$ cat src/design/bbcl_pkg.sv
// shared types and constants for the lru block buffer tag cache
package bbcl_pkg;

  localparam int unsigned DEV_W = 8;
  localparam int unsigned SEC_W = 32;
  localparam int unsigned IDX_W = 6;
  localparam int unsigned OP_W  = 2;

  typedef enum logic [OP_W-1:0] {
    DISK_NONE  = 2'd0,
    DISK_READ  = 2'd1,
    DISK_WRITE = 2'd2
  } disk_op_e;

  typedef enum logic [2:0] {
    EMIT_NONE,
    EMIT_WRITE_REQ,
    EMIT_HIT,
    EMIT_WRITEBACK,
    EMIT_FILL
  } emit_e;

  typedef struct packed {
    logic  load;
    logic  lookup;
    logic  select;
    logic  read;
    emit_e emit;
  } cmd_t;

  typedef struct packed {
    logic is_write;
    logic hit;
    logic victim_dirty;
  } status_t;

endpackage

$ cat src/design/bbcl_dpath.sv
// datapath: request registers, tag store, lru ranks, search and result registers
module bbcl_dpath #(
  parameter int unsigned ENTRIES = 16
) (
  input  logic                        clk_i,
  input  logic                        rst_ni,
  input  logic                        req_type_i,
  input  logic [bbcl_pkg::DEV_W-1:0]  dev_i,
  input  logic [bbcl_pkg::SEC_W-1:0]  sector_i,
  input  logic [bbcl_pkg::IDX_W-1:0]  entry_index_i,
  input  bbcl_pkg::cmd_t              cmd_i,
  output bbcl_pkg::status_t           status_o,
  output logic                        result_valid_o,
  output logic [bbcl_pkg::OP_W-1:0]   disk_op_o,
  output logic [bbcl_pkg::DEV_W-1:0]  disk_dev_o,
  output logic [bbcl_pkg::SEC_W-1:0]  disk_sector_o,
  output logic [bbcl_pkg::IDX_W-1:0]  buffer_entry_o,
  output logic                        was_hit_o,
  output logic                        last_o
);
  import bbcl_pkg::*;

  localparam int unsigned IW = $clog2(ENTRIES);
  localparam logic [IDX_W:0] ENTRIES_X = ENTRIES[IDX_W:0];
  localparam logic [IW-1:0] TOP_RANK = IW'(ENTRIES - 1);

  // latched request
  logic             req_type_q;
  logic [DEV_W-1:0] req_dev_q;
  logic [SEC_W-1:0] req_sec_q;
  logic [IDX_W-1:0] req_idx_q;

  // tag store and flags
  logic [DEV_W-1:0]   tag_dev_q [ENTRIES];
  logic [SEC_W-1:0]   tag_sec_q [ENTRIES];
  logic [ENTRIES-1:0] present_q;
  logic [ENTRIES-1:0] valid_q;
  logic [ENTRIES-1:0] dirty_q;
  logic [IW-1:0]      rank_q [ENTRIES];

  // search pipeline
  logic [ENTRIES-1:0] hit_vec_d, hit_vec_q;
  logic [ENTRIES-1:0] lru_vec_d, lru_vec_q;
  logic [IW-1:0]      hit_sel, lru_sel;
  logic [IW-1:0]      sel_d, sel_q;
  logic               hit_q;
  logic               in_range_d, in_range_q;

  // entry read at the selected index
  logic [DEV_W-1:0] rd_dev_q;
  logic [SEC_W-1:0] rd_sec_q;
  logic             rd_present_q;
  logic             rd_dirty_q;
  logic             rd_valid_q;
  logic [IW-1:0]    rd_rank_q;

  // result registers
  logic             out_valid_d, out_valid_q;
  disk_op_e         out_op_d, out_op_q;
  logic [DEV_W-1:0] out_dev_d, out_dev_q;
  logic [SEC_W-1:0] out_sec_d, out_sec_q;
  logic [IDX_W-1:0] out_entry_d, out_entry_q;
  logic             out_hit_d, out_hit_q;
  logic             out_last_d, out_last_q;

  logic wr_ok;
  logic do_retag;
  logic do_promote;

  always_ff @(posedge clk_i) begin
    if (cmd_i.load) begin
      req_type_q <= req_type_i;
      req_dev_q  <= dev_i;
      req_sec_q  <= sector_i;
      req_idx_q  <= entry_index_i;
    end
  end

  // per-entry compares, independent of each other
  always_comb begin
    for (int i = 0; i < ENTRIES; i++) begin
      hit_vec_d[i] = present_q[i] && (tag_dev_q[i] == req_dev_q) &&
                     (tag_sec_q[i] == req_sec_q);
      lru_vec_d[i] = (rank_q[i] == '0);
    end
  end

  // vectors are one-hot or empty, so an or of indices encodes them
  always_comb begin
    hit_sel = '0;
    lru_sel = '0;
    for (int i = 0; i < ENTRIES; i++) begin
      if (hit_vec_q[i]) hit_sel = hit_sel | IW'(i);
      if (lru_vec_q[i]) lru_sel = lru_sel | IW'(i);
    end
    in_range_d = {1'b0, req_idx_q} < ENTRIES_X;
    if (req_type_q) begin
      sel_d = in_range_d ? req_idx_q[IW-1:0] : '0;
    end else if (|hit_vec_q) begin
      sel_d = hit_sel;
    end else begin
      sel_d = lru_sel;
    end
  end

  always_ff @(posedge clk_i) begin
    if (cmd_i.lookup) begin
      hit_vec_q <= hit_vec_d;
      lru_vec_q <= lru_vec_d;
    end
    if (cmd_i.select) begin
      sel_q      <= sel_d;
      hit_q      <= |hit_vec_q;
      in_range_q <= in_range_d;
    end
    if (cmd_i.read) begin
      rd_dev_q     <= tag_dev_q[sel_q];
      rd_sec_q     <= tag_sec_q[sel_q];
      rd_present_q <= present_q[sel_q];
      rd_dirty_q   <= dirty_q[sel_q];
      rd_valid_q   <= valid_q[sel_q];
      rd_rank_q    <= rank_q[sel_q];
    end
  end

  assign status_o.is_write     = req_type_q;
  assign status_o.hit          = hit_q;
  assign status_o.victim_dirty = rd_present_q && rd_dirty_q;

  assign wr_ok      = in_range_q && rd_present_q;
  assign do_retag   = (cmd_i.emit == EMIT_FILL);
  assign do_promote = do_retag || (cmd_i.emit == EMIT_HIT);

  always_comb begin
    out_valid_d = 1'b1;
    out_op_d    = DISK_NONE;
    out_dev_d   = req_dev_q;
    out_sec_d   = req_sec_q;
    out_entry_d = IDX_W'(sel_q);
    out_hit_d   = 1'b0;
    out_last_d  = 1'b1;
    case (cmd_i.emit)
      EMIT_WRITE_REQ: begin
        out_entry_d = req_idx_q;
        if (wr_ok) begin
          out_op_d  = DISK_WRITE;
          out_dev_d = rd_dev_q;
          out_sec_d = rd_sec_q;
        end else begin
          out_dev_d = '0;
          out_sec_d = '0;
        end
      end
      EMIT_HIT: begin
        out_op_d  = rd_valid_q ? DISK_NONE : DISK_READ;
        out_hit_d = 1'b1;
      end
      EMIT_WRITEBACK: begin
        out_op_d   = DISK_WRITE;
        out_dev_d  = rd_dev_q;
        out_sec_d  = rd_sec_q;
        out_last_d = 1'b0;
      end
      EMIT_FILL: begin
        out_op_d = DISK_READ;
      end
      default: begin
        out_valid_d = 1'b0;
      end
    endcase
  end

  always_ff @(posedge clk_i or negedge rst_ni) begin
    if (!rst_ni) begin
      out_valid_q <= 1'b0;
    end else begin
      out_valid_q <= out_valid_d;
    end
  end

  always_ff @(posedge clk_i) begin
    out_op_q    <= out_op_d;
    out_dev_q   <= out_dev_d;
    out_sec_q   <= out_sec_d;
    out_entry_q <= out_entry_d;
    out_hit_q   <= out_hit_d;
    out_last_q  <= out_last_d;
  end

  // tags carry no reset: they are only seen behind a present flag
  always_ff @(posedge clk_i) begin
    if (do_retag) begin
      tag_dev_q[sel_q] <= req_dev_q;
      tag_sec_q[sel_q] <= req_sec_q;
    end
  end

  always_ff @(posedge clk_i or negedge rst_ni) begin
    if (!rst_ni) begin
      present_q <= '0;
      valid_q   <= '0;
      dirty_q   <= '0;
      for (int i = 0; i < ENTRIES; i++) begin
        rank_q[i] <= IW'(i);
      end
    end else begin
      if ((cmd_i.emit == EMIT_WRITE_REQ) && wr_ok) begin
        dirty_q[sel_q] <= 1'b1;
      end
      if (do_promote) begin
        valid_q[sel_q] <= 1'b1;
      end
      if (do_retag) begin
        present_q[sel_q] <= 1'b1;
        dirty_q[sel_q]   <= 1'b0;
      end
      // move the entry to the top, close the gap it leaves
      if (do_promote) begin
        for (int i = 0; i < ENTRIES; i++) begin
          if (IW'(i) == sel_q) begin
            rank_q[i] <= TOP_RANK;
          end else if (rank_q[i] > rd_rank_q) begin
            rank_q[i] <= rank_q[i] - 1'b1;
          end
        end
      end
    end
  end

  assign result_valid_o = out_valid_q;
  assign disk_op_o      = out_op_q;
  assign disk_dev_o     = out_dev_q;
  assign disk_sector_o  = out_sec_q;
  assign buffer_entry_o = out_entry_q;
  assign was_hit_o      = out_hit_q;
  assign last_o         = out_last_q;

  // ranks stay a permutation, so exactly one entry is least recent
  a_one_lru: assert property (@(posedge clk_i) disable iff (!rst_ni) $onehot(lru_vec_d))
    else $error("lru rank zero not unique");

  // a tag is never held by two entries
  a_unique_tag: assert property (@(posedge clk_i) disable iff (!rst_ni) $onehot0(hit_vec_d))
    else $error("tag matches more than one entry");

  // a write-back transfer is always followed by the fill transfer
  a_wb_then_fill: assert property (@(posedge clk_i) disable iff (!rst_ni)
    (out_valid_q && !out_last_q) |=> (out_valid_q && out_last_q &&
                                      (out_op_q == DISK_READ)))
    else $error("write-back not followed by fill");

endmodule

$ cat src/design/bbcl_ctrl.sv
// controller: sequences lookup, select, read and result transfers per request
module bbcl_ctrl (
  input  logic              clk_i,
  input  logic              rst_ni,
  input  logic              start_i,
  input  bbcl_pkg::status_t status_i,
  output bbcl_pkg::cmd_t    cmd_o,
  output logic              busy_o
);
  import bbcl_pkg::*;

  typedef enum logic [2:0] {
    ST_IDLE,
    ST_LOOKUP,
    ST_SELECT,
    ST_READ,
    ST_EMIT,
    ST_FILL
  } state_e;

  state_e state_q, state_d;
  logic   needs_wb;
  logic   accept;

  assign needs_wb = !status_i.is_write && !status_i.hit && status_i.victim_dirty;

  // a new request may enter while the final result of the last one goes out
  assign busy_o = !((state_q == ST_IDLE) || (state_q == ST_FILL) ||
                    ((state_q == ST_EMIT) && !needs_wb));
  assign accept = start_i && !busy_o;

  always_comb begin
    cmd_o        = '0;
    cmd_o.emit   = EMIT_NONE;
    cmd_o.load   = accept;
    state_d      = accept ? ST_LOOKUP : ST_IDLE;
    case (state_q)
      ST_IDLE: begin
      end
      ST_LOOKUP: begin
        cmd_o.lookup = 1'b1;
        state_d      = ST_SELECT;
      end
      ST_SELECT: begin
        cmd_o.select = 1'b1;
        state_d      = ST_READ;
      end
      ST_READ: begin
        cmd_o.read = 1'b1;
        state_d    = ST_EMIT;
      end
      ST_EMIT: begin
        if (status_i.is_write) begin
          cmd_o.emit = EMIT_WRITE_REQ;
        end else if (status_i.hit) begin
          cmd_o.emit = EMIT_HIT;
        end else if (needs_wb) begin
          cmd_o.emit = EMIT_WRITEBACK;
          state_d    = ST_FILL;
        end else begin
          cmd_o.emit = EMIT_FILL;
        end
      end
      ST_FILL: begin
        cmd_o.emit = EMIT_FILL;
      end
      default: begin
        state_d = ST_IDLE;
      end
    endcase
  end

  always_ff @(posedge clk_i or negedge rst_ni) begin
    if (!rst_ni) begin
      state_q <= ST_IDLE;
    end else begin
      state_q <= state_d;
    end
  end

  a_accept_lookup: assert property (@(posedge clk_i) disable iff (!rst_ni)
    accept |=> (state_q == ST_LOOKUP))
    else $error("accepted request did not start lookup");

  a_fill_after_wb: assert property (@(posedge clk_i) disable iff (!rst_ni)
    (state_q == ST_FILL) |-> ($past(state_q) == ST_EMIT))
    else $error("fill state entered out of order");

endmodule

$ cat src/design/block_buffer_cache_lru.sv
// top level of the fully associative lru block buffer tag cache
// a request passes lookup compare, select encode, entry read and result register in order
// the first result strobe is registered from the emit state, after the lookup, select and
// read states; a miss on a dirty victim gives a second result, the fill, in the next cycle
// the next request is taken at the edge that registers the final result of the last one
// reset clears all present, valid and dirty flags and sets each rank to its entry index
// results cannot be stalled: each one is shown for exactly one cycle
module block_buffer_cache_lru #(
  parameter int unsigned ENTRIES = 16
) (
  input  logic                        clk_i,
  input  logic                        rst_ni,
  input  logic                        start_i,
  output logic                        busy_o,
  input  logic                        req_type_i,
  input  logic [bbcl_pkg::DEV_W-1:0]  dev_i,
  input  logic [bbcl_pkg::SEC_W-1:0]  sector_i,
  input  logic [bbcl_pkg::IDX_W-1:0]  entry_index_i,
  output logic                        result_valid_o,
  output logic [bbcl_pkg::OP_W-1:0]   disk_op_o,
  output logic [bbcl_pkg::DEV_W-1:0]  disk_dev_o,
  output logic [bbcl_pkg::SEC_W-1:0]  disk_sector_o,
  output logic [bbcl_pkg::IDX_W-1:0]  buffer_entry_o,
  output logic                        was_hit_o,
  output logic                        last_o
);
  import bbcl_pkg::*;

  cmd_t    cmd;
  status_t status;

  bbcl_ctrl u_ctrl (
    .clk_i    (clk_i),
    .rst_ni   (rst_ni),
    .start_i  (start_i),
    .status_i (status),
    .cmd_o    (cmd),
    .busy_o   (busy_o)
  );

  bbcl_dpath #(
    .ENTRIES (ENTRIES)
  ) u_dpath (
    .clk_i          (clk_i),
    .rst_ni         (rst_ni),
    .req_type_i     (req_type_i),
    .dev_i          (dev_i),
    .sector_i       (sector_i),
    .entry_index_i  (entry_index_i),
    .cmd_i          (cmd),
    .status_o       (status),
    .result_valid_o (result_valid_o),
    .disk_op_o      (disk_op_o),
    .disk_dev_o     (disk_dev_o),
    .disk_sector_o  (disk_sector_o),
    .buffer_entry_o (buffer_entry_o),
    .was_hit_o      (was_hit_o),
    .last_o         (last_o)
  );

endmodule
$ cat config.mk
export PLATFORM = sky130hd
export DESIGN_NAME = block_buffer_cache_lru
export DESIGN_NICKNAME = d
export VERILOG_FILES = /design/src/design/bbcl_pkg.sv /design/src/design/bbcl_dpath.sv /design/src/design/bbcl_ctrl.sv /design/src/design/block_buffer_cache_lru.sv
export SDC_FILE = /design/constraint.sdc
export NUM_CORES = 2
export LEC_CHECK = 0
export BUFFER_PORTS_ARGS = -buffer_cell sky130_fd_sc_hd__buf_4
export CORE_MARGIN = 10
export CORE_UTILIZATION = 50
export CTS_CLUSTER_DIAMETER = 120
export DETAILED_ROUTE_END_ITERATION = 8
export GPL_TIMING_DRIVEN = 0
export PLACE_DENSITY = 0.66
export SLEW_MARGIN = 20
export SYNTH_ARGS = -nofsm -noshare
export SYNTH_HDL_FRONTEND = slang
export SYNTH_SLANG_ARGS = --single-unit
$ cat constraint.sdc
create_clock -name clk_i -period 5 [get_ports clk_i]
set_clock_uncertainty 0.1 [all_clocks]
set_input_delay 1 -clock clk_i [delete_from_list [all_inputs] [get_ports clk_i]]
set_output_delay 1 -clock clk_i [all_outputs]
set_load 0.005 [all_outputs]
==> key figures <==
Status
  – Status: finished with violations
  – Failing checks: capacitance limit

Floorplan
  – Placement Rows: 109
  – Io pins: roughly 100
  – Die Footprint: 102000 sq um
  – DIE HEIGHT: 319 um
  – Die Width: 319 um
  – Initial Utilization: 50.5%
  – Core Box Area: 88600 sq um

Global routing
  – First-pass GRT wire length: 272 mm
  – Vias in the first global route: 29100
  – Gr usage total: 40.2%
  – Largest net degree at the start of global routing: 82
  – GRT overflow: 0
  – Initial antenna violation count: 31

Route
  – Vias post-DR: between 30000 and 40000
  – Total DRC errors in the routed layout: 0
  – Initial DRC count: 5908
  – Routed wire length per instance: 47.4 um
  – First-pass detailed-route iteration total: 6
  – Vias per cell: approximately 7
  – DRT antenna net count: 0
  – Routed Wire Length: about 210 mm

Critical path
  – CP Max Fanout: 17
  – Crit path DAT: approximately 5100 ps
  – Category of the worst setup path capture point: flop
  – Kind of critical path: reg -> reg
  – Critical Path Source Type: flop
  – Critical path required time: 5280 ps

Final layout
  – Total Nets Final: 3252
  – Commonest cells after routing, fill and taps aside: edfxtp_1 (771), xor2_1 (343), xnor2_1 (278)
  – Reg area: 27100 sq um
  – Filler cells: around 6800
  – Area occupied by multi-input gates: 16800 sq um
  – Area delta synth->final: 15.8%
  – Commonest non-fill, non-tap cell in the layout: edfxtp_1
  – Layout cells sized above 1: around 25%

Logic synthesis
  – Synth Instances: 2862
  – Post-synthesis sequential area ratio: 60.5%
  – Synth cell types: 60
  – Seq cells post-synth: 937
  – Syn Nets: 2992
  – Yosys warns: 0
  – Top_reg_cell synth: edfxtp_1
  – Share of flip-flops with an asynchronous set or reset: 12.4%
  – Post-synth EDFFs: 771
  – Synth Cell Area: about 45000 sq um
  – Mean area per synthesized cell: 15.7 sq um

STA
  – Setup ws final: 190 ps
  – Final Hold Viols: 0
  – Final Max Tran Viols: 0
  – # setup viols final: 0
  – Fin crit share: 96.2%
  – Fin Hold WS: 90.8 ps
  – Worst slew pin tran: 1490 ps
  – RSZ-0062 raised after global routing: no
  – Slew headroom: less than 1%
  – Fmax: 208 MHz
  – Tmin final: 4810 ps

CTS
  – # hold bufs at CTS: 0
  – Clock latency on the worst-skew pair: between 700 and 800 ps
  – Reg clk slew, reported paths: ~60 ps
  – Clock buffer depth: 3
  – CTS H-tree lvls: 3
  – CTS Sinks: 937
  – Post-CTS sizing: 0
  – # Post-CTS Setup Buffers: 0
  – Clock tree from TritonCTS: done
  – Clock root buffer: clkbuf_16
  – Num CTS Buffers: 98

Place
  – Detailed Place HPWL: 162 mm
  – Place WS: 514 ps
  – Routability Congestion: 1.10
  – Port buffer count: 101

Job
  – Max-cap violations: 1

Power
  – PD cells: 519 nW/um^2
  – Leakage: 0.0180 uW
  – Peak supply drop: about 0.29 mV

Hold path
  – HP Class: in -> async
## logic make-up (layout without fill, tap and decap cells)
logic type               count (synthesis)  in the layout  share of synthesized area [%]
other                                    0             20                              0
XOR/XNOR                               632            632                           12.4
flip-flops                             937            937                           60.5
adder cells (fa/ha/maj)                 80             80                           2.23
multiplexers                           243            243                           12.0
AO/OA/AOI/OAI                          224            224                           3.65
buffers and inverters                  228            574                           2.72
AND/OR/NAND/NOR                        518            518                           6.54
## cell usage after synthesis (3+ instances only)
cell type | instances | area share, %
o22ai_1 | 12 | 0.17
nor2_1 | 73 | 0.61
xor2_1 | 349 | 6.8
or2_2 | 26 | 0.36
buf_4 | 24 | 0.40
ha_1 | 80 | 2.2
dfxtp_1 | 50 | 2.2
a31oi_1 | 18 | 0.25
a211oi_2 | 8 | 0.22
nor3_1 | 53 | 0.59
o21ai_0 | 17 | 0.19
mux4_2 | 235 | 12
mux2i_1 | 4 | 0.089
nand4_1 | 82 | 1.1
o221a_2 | 5 | 0.13
dfrtp_1 | 84 | 4.7
and4_1 | 3 | 0.059
nor3b_1 | 16 | 0.27
dfstp_2 | 32 | 1.9
nor4_1 | 107 | 1.5
and3_1 | 21 | 0.29
nand2_1 | 40 | 0.34
buf_2 | 75 | 0.84
clkbuf_1 | 29 | 0.24
xnor2_1 | 283 | 5.5
mux2_2 | 4 | 0.10
a221oi_1 | 9 | 0.18
a22oi_1 | 3 | 0.050
nand2b_1 | 12 | 0.17
inv_1 | 69 | 0.58
buf_6 | 20 | 0.50
edfxtp_1 | 771 | 52
a21o_1 | 10 | 0.17
nor2b_1 | 10 | 0.14
a211oi_1 | 24 | 0.40
or4_1 | 14 | 0.23
a22o_1 | 41 | 0.80
a2bb2oi_1 | 3 | 0.059
o21ai_1 | 4 | 0.045
nor4_2 | 5 | 0.14
a21oi_1 | 46 | 0.51
buf_1 | 9 | 0.075
nand3_1 | 43 | 0.48
and2_1 | 9 | 0.13
a41oi_1 | 13 | 0.25
## power breakdown
part,internal [uW],total [uW],switching [uW],leakage [uW]
Sequential,9790,10800,974,0.00883
Combinational,3190,8840,5660,0.00758
Clock,4110,7340,3220,0.00156
Total,17100,26900,9860,0.0180
## per-layer routing
| metal | up-vias | track usage [%] | routed length, um |
|---|---|---|---|
| li1 | 11600 | - | - |
| met3 | 622 | 16.3 | 29500 |
| met4 | 24 | 28.0 | 17600 |
| met5 | - | 0.614 | 373 |
| met1 | 15800 | 49.4 | 72700 |
| met2 | 2901 | 57.6 | 88200 |
## flip-flops by register name, summed over array words and instances, names as in the netlist, 32 cells and up
| signal | cells |
|---|---|
| u_dpath.disk_sector_o | 32 |
| u_dpath.rank_q | 64 |
| u_dpath.rd_sec_q | 32 |
| u_dpath.req_sec_q | 32 |
| u_dpath.tag_dev_q | 128 |
| u_dpath.tag_sec_q | 512 |
## through the flow
stage                     area (sq um)  TNS (ps)  total power, uW  instances  utilization, %
final                            51900         0            26900       4393            58.5
after global placement           47000  -1867570            19000       4128            53.0
after global routing             51800         0            27500       4374            58.5
after floorplan                  44800         0            15300       2862               -
after CTS                        51800         0            26600       4372            58.4
after detailed placement         48600         0            19400       4186            54.8
## final cells by class
type	count	share of cell area (%)
diodes	20	0.0965
flip-flops and latches	937	52.2
inverters	69	0.504
clock buffers	133	5.22
clock inverters	53	0.881
plain buffers	159	1.88
multi-input cells	1697	32.3
repair buffers	160	4.04
well taps	1165	2.81
## worst max-delay path, cell delays in order (launching register included)
cell and delay (ps):
edfxtp_1 820, buf_2 380, xor2_1 260, nor4_1 970, nand4_1 510, or4_1 590
nor4_2 830
## path summary, 6_finish.rpt
| path | slack [ps] | start | depth (start not counted) | end |
|---|---|---|---|---|
| max in group asynchronous | 3910 | rst_ni | 2 | u_dpath.rank_q[49] |
| worst max-delay path | 190 | u_dpath.req_dev_q[0] | 6 | u_dpath.hit_vec_q[12] |
| worst min-delay path | 90 | rst_ni | 1 | u_dpath.rank_q[29] |
| min in group clk_i | 360 | u_dpath.rd_sec_q[2] | 1 | u_dpath.disk_sector_o[2] |
| worst max register to register | 190 | u_dpath.req_dev_q[0] | 6 | u_dpath.hit_vec_q[12] |
| worst min register to register | 360 | u_dpath.rd_sec_q[2] | 1 | u_dpath.disk_sector_o[2] |
No activity file was read; power rests on OpenSTA's default activity.
